<file path="src/ptlu_pkg.sv">
`timescale 1ns / 1ps

package ptlu_pkg;

    localparam int KEY_W   = 32;
    localparam int ADDR_W  = 48;
    localparam int TIME_W  = 63;
    localparam int SLOT_W  = 4;
    localparam int COUNT_W = 5;
    localparam int PADDR_W = 4;
    localparam int PDATA_W = 64;

    localparam logic [1:0] OP_UPSERT  = 2'd0;
    localparam logic [1:0] OP_RESOLVE = 2'd1;
    localparam logic [1:0] OP_PURGE   = 2'd2;

    // max_age is register 0; 64-bit registers sit on 8-byte boundaries
    localparam logic REG_MAX_AGE = 1'b0;

    localparam logic [COUNT_W-1:0] COUNT_MAX = '1;

    typedef struct packed {
        logic [1:0]        opcode;
        logic [KEY_W-1:0]  node_key;
        logic [ADDR_W-1:0] address_in;
        logic [TIME_W-1:0] now_time;
    } in_item_t;

    typedef struct packed {
        logic               found;
        logic [ADDR_W-1:0]  address_out;
        logic [SLOT_W-1:0]  slot;
        logic [COUNT_W-1:0] purged_count;
    } out_item_t;

    typedef struct packed {
        logic [KEY_W-1:0]  key;
        logic [ADDR_W-1:0] address;
        logic [TIME_W-1:0] seen_time;
    } entry_t;

    typedef struct packed {
        logic rd_en;
        logic wr_en;
        logic clr_en;
    } store_ctrl_t;

endpackage

</file>
<file path="src/peer_table_lru_upsert.sv">
`timescale 1ns / 1ps
// One item in flight: a new item is accepted only in idle, after the previous result
// has been taken.
// Each item scans every slot through one table read port and one shared
// subtract/compare unit, one slot per cycle.
// Reset (aresetn low, synchronous) invalidates all slots and clears max_age.
module peer_table_lru_upsert
    import ptlu_pkg::*;
#(
    parameter int PEER_SLOTS = 16
) (
    input  logic                 aclk,
    input  logic                 aresetn,
    input  logic                 s_valid,
    output logic                 s_ready,
    input  in_item_t             s_data,
    output logic                 m_valid,
    input  logic                 m_ready,
    output out_item_t            m_data,
    input  logic                 psel,
    input  logic                 penable,
    input  logic                 pwrite,
    input  logic [PADDR_W-1:0]   paddr,
    input  logic [PDATA_W-1:0]   pwdata,
    output logic [PDATA_W-1:0]   prdata,
    output logic                 pready
);

    localparam int IDX_W = $clog2(PEER_SLOTS);
    localparam int CNT_W = $clog2(PEER_SLOTS + 1);
    localparam logic [IDX_W-1:0] LAST_IDX  = IDX_W'(PEER_SLOTS - 1);
    localparam logic [CNT_W-1:0] SLOT_CNT  = CNT_W'(PEER_SLOTS);

    localparam logic [1:0] ST_IDLE = 2'd0;
    localparam logic [1:0] ST_SCAN = 2'd1;
    localparam logic [1:0] ST_DONE = 2'd2;
    localparam logic [1:0] ST_RESP = 2'd3;

    function automatic logic [SLOT_W-1:0] slot_bits(input logic [IDX_W-1:0] idx);
        logic [IDX_W+SLOT_W-1:0] wide;
        wide = {{SLOT_W{1'b0}}, idx};
        return wide[SLOT_W-1:0];
    endfunction

    logic [1:0]          state_reg, state_next;
    logic [CNT_W-1:0]    rd_cnt_reg, rd_cnt_next;
    logic                cmp_vld_reg, cmp_vld_next;
    logic [IDX_W-1:0]    cmp_idx_reg, cmp_idx_next;
    in_item_t            item_reg;
    logic [TIME_W-1:0]   max_age_reg;
    out_item_t           out_reg, out_next;

    logic                hit_reg;
    logic [IDX_W-1:0]    hit_idx_reg;
    logic [ADDR_W-1:0]   hit_addr_reg;
    logic                free_reg;
    logic [IDX_W-1:0]    free_idx_reg;
    logic                best_have_reg;
    logic [IDX_W-1:0]    best_idx_reg;
    logic [TIME_W-1:0]   best_time_reg;
    logic [COUNT_W-1:0]  purged_reg;

    store_ctrl_t         st_ctrl;
    entry_t              rd_entry;
    entry_t              wr_entry;
    logic                cmp_valid;
    logic [IDX_W-1:0]    wr_idx;

    logic                is_purge;
    logic [TIME_W-1:0]   sub_a, sub_b;
    logic [TIME_W:0]     diff;
    logic                key_hit;
    logic                older;
    logic                stale;
    logic                cfg_wr;

    ptlu_store #(
        .SLOTS (PEER_SLOTS)
    ) u_store (
        .aclk      (aclk),
        .aresetn   (aresetn),
        .ctrl      (st_ctrl),
        .rd_idx    (rd_cnt_reg[IDX_W-1:0]),
        .rd_data   (rd_entry),
        .chk_idx   (cmp_idx_reg),
        .chk_valid (cmp_valid),
        .wr_idx    (wr_idx),
        .wr_data   (wr_entry)
    );

    // shared subtractor: age for purge, time order for victim search
    assign is_purge = (item_reg.opcode == OP_PURGE);
    assign sub_a    = is_purge ? item_reg.now_time : rd_entry.seen_time;
    assign sub_b    = is_purge ? rd_entry.seen_time : best_time_reg;
    assign diff     = {1'b0, sub_a} - {1'b0, sub_b};
    assign older    = diff[TIME_W];
    assign stale    = cmp_valid && !diff[TIME_W] && (diff[TIME_W-1:0] > max_age_reg);
    assign key_hit  = cmp_valid && (rd_entry.key == item_reg.node_key);

    assign wr_idx   = hit_reg ? hit_idx_reg : (free_reg ? free_idx_reg : best_idx_reg);
    assign wr_entry = '{key:       item_reg.node_key,
                        address:   item_reg.address_in,
                        seen_time: item_reg.now_time};

    assign st_ctrl.rd_en  = (state_reg == ST_SCAN) && (rd_cnt_reg < SLOT_CNT);
    assign st_ctrl.wr_en  = (state_reg == ST_DONE) && (item_reg.opcode == OP_UPSERT);
    assign st_ctrl.clr_en = (state_reg == ST_SCAN) && cmp_vld_reg && is_purge && stale;

    always_comb begin
        state_next   = state_reg;
        rd_cnt_next  = rd_cnt_reg;
        cmp_vld_next = 1'b0;
        cmp_idx_next = cmp_idx_reg;
        case (state_reg)
            ST_IDLE: begin
                if (s_valid) begin
                    state_next  = ST_SCAN;
                    rd_cnt_next = '0;
                end
            end
            ST_SCAN: begin
                if (rd_cnt_reg < SLOT_CNT) begin
                    rd_cnt_next  = rd_cnt_reg + 1'b1;
                    cmp_vld_next = 1'b1;
                    cmp_idx_next = rd_cnt_reg[IDX_W-1:0];
                end
                if (cmp_vld_reg && cmp_idx_reg == LAST_IDX) begin
                    state_next = ST_DONE;
                end
            end
            ST_DONE: begin
                state_next = ST_RESP;
            end
            ST_RESP: begin
                if (m_ready) begin
                    state_next = ST_IDLE;
                end
            end
            default: begin
                state_next = ST_IDLE;
            end
        endcase
    end

    always_ff @(posedge aclk) begin
        if (!aresetn) begin
            state_reg   <= ST_IDLE;
            rd_cnt_reg  <= '0;
            cmp_vld_reg <= 1'b0;
            cmp_idx_reg <= '0;
        end else begin
            state_reg   <= state_next;
            rd_cnt_reg  <= rd_cnt_next;
            cmp_vld_reg <= cmp_vld_next;
            cmp_idx_reg <= cmp_idx_next;
        end
    end

    // scan accumulators
    always_ff @(posedge aclk) begin
        if (state_reg == ST_IDLE && s_valid) begin
            item_reg      <= s_data;
            hit_reg       <= 1'b0;
            free_reg      <= 1'b0;
            best_have_reg <= 1'b0;
            purged_reg    <= '0;
        end else if (state_reg == ST_SCAN && cmp_vld_reg) begin
            if (key_hit && !hit_reg) begin
                hit_reg      <= 1'b1;
                hit_idx_reg  <= cmp_idx_reg;
                hit_addr_reg <= rd_entry.address;
            end
            if (!cmp_valid && !free_reg) begin
                free_reg     <= 1'b1;
                free_idx_reg <= cmp_idx_reg;
            end
            if (cmp_valid && !is_purge && (!best_have_reg || older)) begin
                best_have_reg <= 1'b1;
                best_idx_reg  <= cmp_idx_reg;
                best_time_reg <= rd_entry.seen_time;
            end
            if (is_purge && stale && purged_reg != COUNT_MAX) begin
                purged_reg <= purged_reg + 1'b1;
            end
        end
    end

    always_comb begin
        out_next = '0;
        case (item_reg.opcode)
            OP_UPSERT: begin
                out_next.found = hit_reg;
                out_next.slot  = slot_bits(wr_idx);
            end
            OP_RESOLVE: begin
                if (hit_reg) begin
                    out_next.found       = 1'b1;
                    out_next.address_out = hit_addr_reg;
                    out_next.slot        = slot_bits(hit_idx_reg);
                end
            end
            OP_PURGE: begin
                out_next.purged_count = purged_reg;
            end
            default: begin
                out_next = '0;
            end
        endcase
    end

    always_ff @(posedge aclk) begin
        if (state_reg == ST_DONE) begin
            out_reg <= out_next;
        end
    end

    assign s_ready = (state_reg == ST_IDLE);
    assign m_valid = (state_reg == ST_RESP);
    assign m_data  = out_reg;

    // register file: 64-bit registers decoded on paddr[3]
    assign cfg_wr = psel && penable && pwrite && (paddr[3] == REG_MAX_AGE);

    always_ff @(posedge aclk) begin
        if (!aresetn) begin
            max_age_reg <= '0;
        end else if (cfg_wr) begin
            max_age_reg <= pwdata[TIME_W-1:0];
        end
    end

    assign prdata = (paddr[3] == REG_MAX_AGE) ? {1'b0, max_age_reg} : '0;
    assign pready = 1'b1;

endmodule

</file>
<file path="src/ptlu_store.sv">
`timescale 1ns / 1ps

module ptlu_store
    import ptlu_pkg::*;
#(
    parameter int SLOTS = 16
) (
    input  logic                      aclk,
    input  logic                      aresetn,
    input  store_ctrl_t               ctrl,
    input  logic [$clog2(SLOTS)-1:0]  rd_idx,
    output entry_t                    rd_data,
    input  logic [$clog2(SLOTS)-1:0]  chk_idx,
    output logic                      chk_valid,
    input  logic [$clog2(SLOTS)-1:0]  wr_idx,
    input  entry_t                    wr_data
);

    entry_t            mem [SLOTS];
    entry_t            rd_data_reg;
    logic [SLOTS-1:0]  valid_reg;

    always_ff @(posedge aclk) begin
        if (ctrl.wr_en) begin
            mem[wr_idx] <= wr_data;
        end
        if (ctrl.rd_en) begin
            rd_data_reg <= mem[rd_idx];
        end
    end

    // valid bits: reset clears the whole table at once
    always_ff @(posedge aclk) begin
        if (!aresetn) begin
            valid_reg <= '0;
        end else begin
            if (ctrl.wr_en) begin
                valid_reg[wr_idx] <= 1'b1;
            end
            if (ctrl.clr_en) begin
                valid_reg[chk_idx] <= 1'b0;
            end
        end
    end

    assign rd_data   = rd_data_reg;
    assign chk_valid = valid_reg[chk_idx];

endmodule

</file>
<file path="config.mk">
export PLATFORM = sky130hd
export DESIGN_NAME = peer_table_lru_upsert
export DESIGN_NICKNAME = d
export VERILOG_FILES = /design/src/ptlu_pkg.sv /design/src/peer_table_lru_upsert.sv /design/src/ptlu_store.sv
export SDC_FILE = /design/constraint.sdc
export NUM_CORES = 2
export LEC_CHECK = 0
export BUFFER_PORTS_ARGS = -buffer_cell sky130_fd_sc_hd__clkbuf_2
export CELL_PAD_IN_SITES_DETAIL_PLACEMENT = 1
export CELL_PAD_IN_SITES_GLOBAL_PLACEMENT = 2
export CORE_MARGIN = 8
export CORE_UTILIZATION = 44
export DETAILED_ROUTE_END_ITERATION = 6
export PLACE_DENSITY = 0.76
export REMOVE_ABC_BUFFERS = 1
export SYNTH_ARGS = -nofsm -noshare
export SYNTH_HDL_FRONTEND = slang
export SYNTH_HIERARCHICAL = 1
export SYNTH_SLANG_ARGS = --single-unit
export TNS_END_PERCENT = 1
</file>
<file path="constraint.sdc">
create_clock -name aclk -period 14.5 [get_ports aclk]
set_clock_uncertainty 0.1 [all_clocks]
set_input_delay 1.45 -clock aclk [delete_from_list [all_inputs] [get_ports aclk]]
set_output_delay 1.45 -clock aclk [all_outputs]
set_load 0.01 [all_outputs]
</file>
==> impl_metrics.sql <==
INSERT INTO impl_metrics (metric_group, metric, value, unit) VALUES
('logic_synthesis', 'synth-async-reset-ratio', '0', '%'),
('hold_path', 'hold_path.startpoint', 'u_store/rd_data[93]', ''),
('routing', 'routed_via_density', '5.88', ''),
('routing', 'route.detailed.drc', '0', ''),
('logic_synthesis', 'synth_cell_type_count', '70', ''),
('clock_network', 'max-clock-path-buffers', '4', ''),
('clock_network', 'tritoncts', 'done', ''),
('finish', 'nets', '6408', ''),
('logic_synthesis', 'yosysTopAreaCellShare', '73.8', '%'),
('pwr', 'power.leakage', '40.7', 'nW'),
('global_routing', 'number_of_global_route_vias_before_repair', '59800', ''),
('timing', 'time_the_final_worst_path_needs_with_i_o_delays_and_setup', '8620', 'ps'),
('logic_synthesis', 'syn_area_per_cell', '20.1', 'sq um'),
('logic_synthesis', 'synth_seq_cells', '2856', ''),
('run', 'timing.max_cap.violations', '0', ''),
('global_routing', 'grt_antenna_before_repair', '14', ''),
('floorplanning', 'floorplan.die_area', '271000', 'sq um'),
('floorplanning', 'die_height', '521', 'um'),
('timing', 'worst_slew_margin_rel', '16.4', '%'),
('finish', 'max_ffs_per_register', '2288', ''),
('timing', 'pins_over_slew_limit', '0', ''),
('pwr', 'max-vdd-ir-drop', '0.129', 'mV'),
('routing', 'antenna_left', '0', ''),
('outcome', 'status', 'completed', ''),
('finish', 'final_area', '127000', 'sq um'),
('placement', 'gp_routability_congestion', '0.812', ''),
('setup_path', 'cp-start-kind', 'register', ''),
('setup_path', 'crit-reg2reg-launch', 'item_reg[144]', ''),
('global_routing', 'grtUsageTotal', '21.3', '%'),
('clock_network', 'clk_pin_slew', '60', 'ps'),
('floorplanning', 'fp.dieW', '521', 'um'),
('setup_path', 'critical_path.endpoint_type', 'register', ''),
('clock_network', 'cts_root_buffer', 'clkbuf_16', ''),
('clock_network', 'cells_resized_by_post_cts_repair', '0', ''),
('floorplanning', 'floorplan.initialDensity', '44.2', '%'),
('clock_network', 'clkLatencyLatePin', '930', 'ps'),
('routing', 'avgRoutedWirePerCell', '30.7', 'um'),
('finish', 'final_cell_mix', 'edfxtp_1, mux4_2, nand2_1', ''),
('timing', 'setup_viol', '0', ''),
('routing', 'first_iter_violations', '5338', ''),
('timing', 'fmax', '0.116', 'GHz'),
('clock_network', 'cts_buffers', '307', ''),
('global_routing', 'grt_first_pass_wirelength', '425000', 'um'),
('setup_path', 'worstReg2RegEnd', 'u_store/valid_reg[8]', ''),
('routing', 'firstDrtPassIters', '5', ''),
('finish', 'flow.area_growth_from_synthesis', '13.5', '%'),
('setup_path', 'arrival', '9290', 'ps'),
('logic_synthesis', 'synth_area_leaders', 'edfxtp_1, mux4_2, dfxtp_1', ''),
('floorplanning', 'core.rowCount', '185', ''),
('finish', 'layout.cells.most_common', 'edfxtp_1', ''),
('logic_synthesis', 'synth_area', '112000', 'sq um'),
('setup_path', 'worst_setup_path_endpoint', 'u_store/valid_reg[8]', ''),
('placement', 'dpl.hpwl', '162000', 'um'),
('clock_network', 'cts.hold.buffers_added', '0', ''),
('floorplanning', 'coreArea', '254000', 'sq um'),
('setup_path', 'reg2reg_slack', '5880', 'ps'),
('logic_synthesis', 'yosysTopAreaCell', 'edfxtp_1', ''),
('placement', 'detailed_place.area', '118000', 'sq um'),
('setup_path', 'setup.worst_path.class', 'reg2reg', ''),
('timing', 'rsz_0062_raised_after_global_routing', 'false', ''),
('pwr', 'pwr_density_cell', '167', 'nW/um^2'),
('placement', 'place.port_buffers', '338', ''),
('finish', 'final_cells', '9635', ''),
('finish', 'layout-drive-gt1-share', '24.7', '%'),
('routing', 'finalWirelength', '296000', 'um'),
('logic_synthesis', 'synth_top_flop_cell', 'edfxtp_1', ''),
('global_routing', 'pin_count_of_the_biggest_net_entering_global_routing', '115', ''),
('routing', 'routed-via-count', '56600', ''),
('clock_network', 'htree_num_levels', '5', ''),
('timing', 'max_slew.worst_pin.slew', '1250', 'ps'),
('clock_network', 'cts_setup_buffers', '0', '');
## worst min path at each step
stage,end,cells after the start
2_1_floorplan,hit_addr_reg[0],0
3_3_place_gp,hit_addr_reg[44],0
3_5_place_dp,hit_addr_reg[47],0
4_1_cts,hit_addr_reg[7],0
5_1_grt,hit_addr_reg[7],0
6_report,hit_addr_reg[30],0
## cell families (layout without fill, tap and decap cells)
kind of cell             Yosys count  in the layout  share of synthesized area, %
multiplexers                     800            800                          14.3
other                              2              7                       0.00670
flip-flops                      2856           2856                          75.6
XOR/XNOR                          93             93                         0.726
adder cells (fa/ha/maj)          134            134                          1.50
buffers and inverters            374           1055                          1.49
AND/OR/NAND/NOR                  797            797                          3.29
AO/OA/AOI/OAI                    527            527                          3.12
## routing by layer
layer	global-route usage (%)	wire, um	vias up
li1	-	-	23700
met1	29.8	126000	30400
met2	35.5	145000	2089
met3	3.35	17700	440
met4	5.07	6950	8
met5	0	54	-
## where the power goes
part / total [W] / switching (W) / internal, W
logic: 0.00349 / 0.00207 / 0.00143
clock network: 0.00746 / 0.00308 / 0.00438
registers: 0.0103 / 0.000505 / 0.00984
total: 0.0213 / 0.00565 / 0.0156
## cell type report
| type | instances | area (sq um) |
|---|---|---|
| fill | 22900 | 126000 |
| sequential | 2856 | 84800 |
| multi-input combinational | 2353 | 25900 |
| clock buffer | 372 | 8110 |
| tap | 3366 | 4210 |
| timing repair buffer | 446 | 2670 |
| clock inverter | 147 | 1290 |
| inverter | 90 | 353 |
| antenna | 5 | 12.5 |
## critical path, cell delays in order (launching register included)
cell and delay, ps:
edfxtp_1 690, nor2b_4 250, buf_4 410, buf_4 690
mux2i_1 200, ha_1 280, fa_1 400, nand2b_1 190
a21oi_1 200, o21ai_1 190, o21ai_1 470, a211oi_1 160
o21ai_1 440, a41oi_1 380, o21ai_1 250, xor2_1 100
ha_1 310, nand4_1 200, nor4_4 440, and4bb_1 290
a2bb2oi_2 140, a31oi_1 90, a31oi_4 440, o21a_1 270
or3b_2 530, o221a_2 270
## per-stage QoR
| stage | hold WS, ps | power [W] | utilization [%] | setup WS [ps] | setup TNS (ps) |
|---|---|---|---|---|---|
| after floorplan | 300 | 0.0139 | - | -9950 | -1429430 |
| after global placement | 305 | 0.0139 | 46.5 | 6060 | 0 |
| after detailed placement | 305 | 0.0140 | 46.5 | 5990 | 0 |
| after CTS | 315 | 0.0215 | 50.2 | 5890 | 0 |
| after global routing | 323 | 0.0221 | 50.2 | 5450 | 0 |
| final | 318 | 0.0213 | 50.2 | 5880 | 0 |
## cells in the mapped netlist (all sizes together), types with 4 or more instances
| cell type | instances |
|---|---|
| a21oi | 162 |
| clkbuf | 140 |
| inv | 90 |
| nand2 | 403 |
| and2 | 16 |
| a31oi | 16 |
| o211ai | 6 |
| nor3 | 16 |
| xnor2 | 66 |
| o22ai | 14 |
| nor2b | 62 |
| buf | 144 |
| o221a | 16 |
| or4 | 4 |
| a41oi | 5 |
| and4 | 5 |
| nor4 | 8 |
| mux2i | 160 |
| a221oi | 4 |
| xor2 | 27 |
| dfxtp | 99 |
| nand2b | 12 |
| and3 | 56 |
| nand3b | 5 |
| o21ai | 74 |
| a21boi | 68 |
| o21bai | 8 |
| a21o | 43 |
| ha | 133 |
| mux4 | 640 |
| nor2 | 120 |
| o31ai | 6 |
| a211oi | 58 |
| nand3 | 30 |
| o221ai | 23 |
| nand4 | 46 |
| edfxtp | 2757 |
| or3 | 4 |
| o21a | 10 |
No activity file was read; power rests on OpenSTA's default activity.
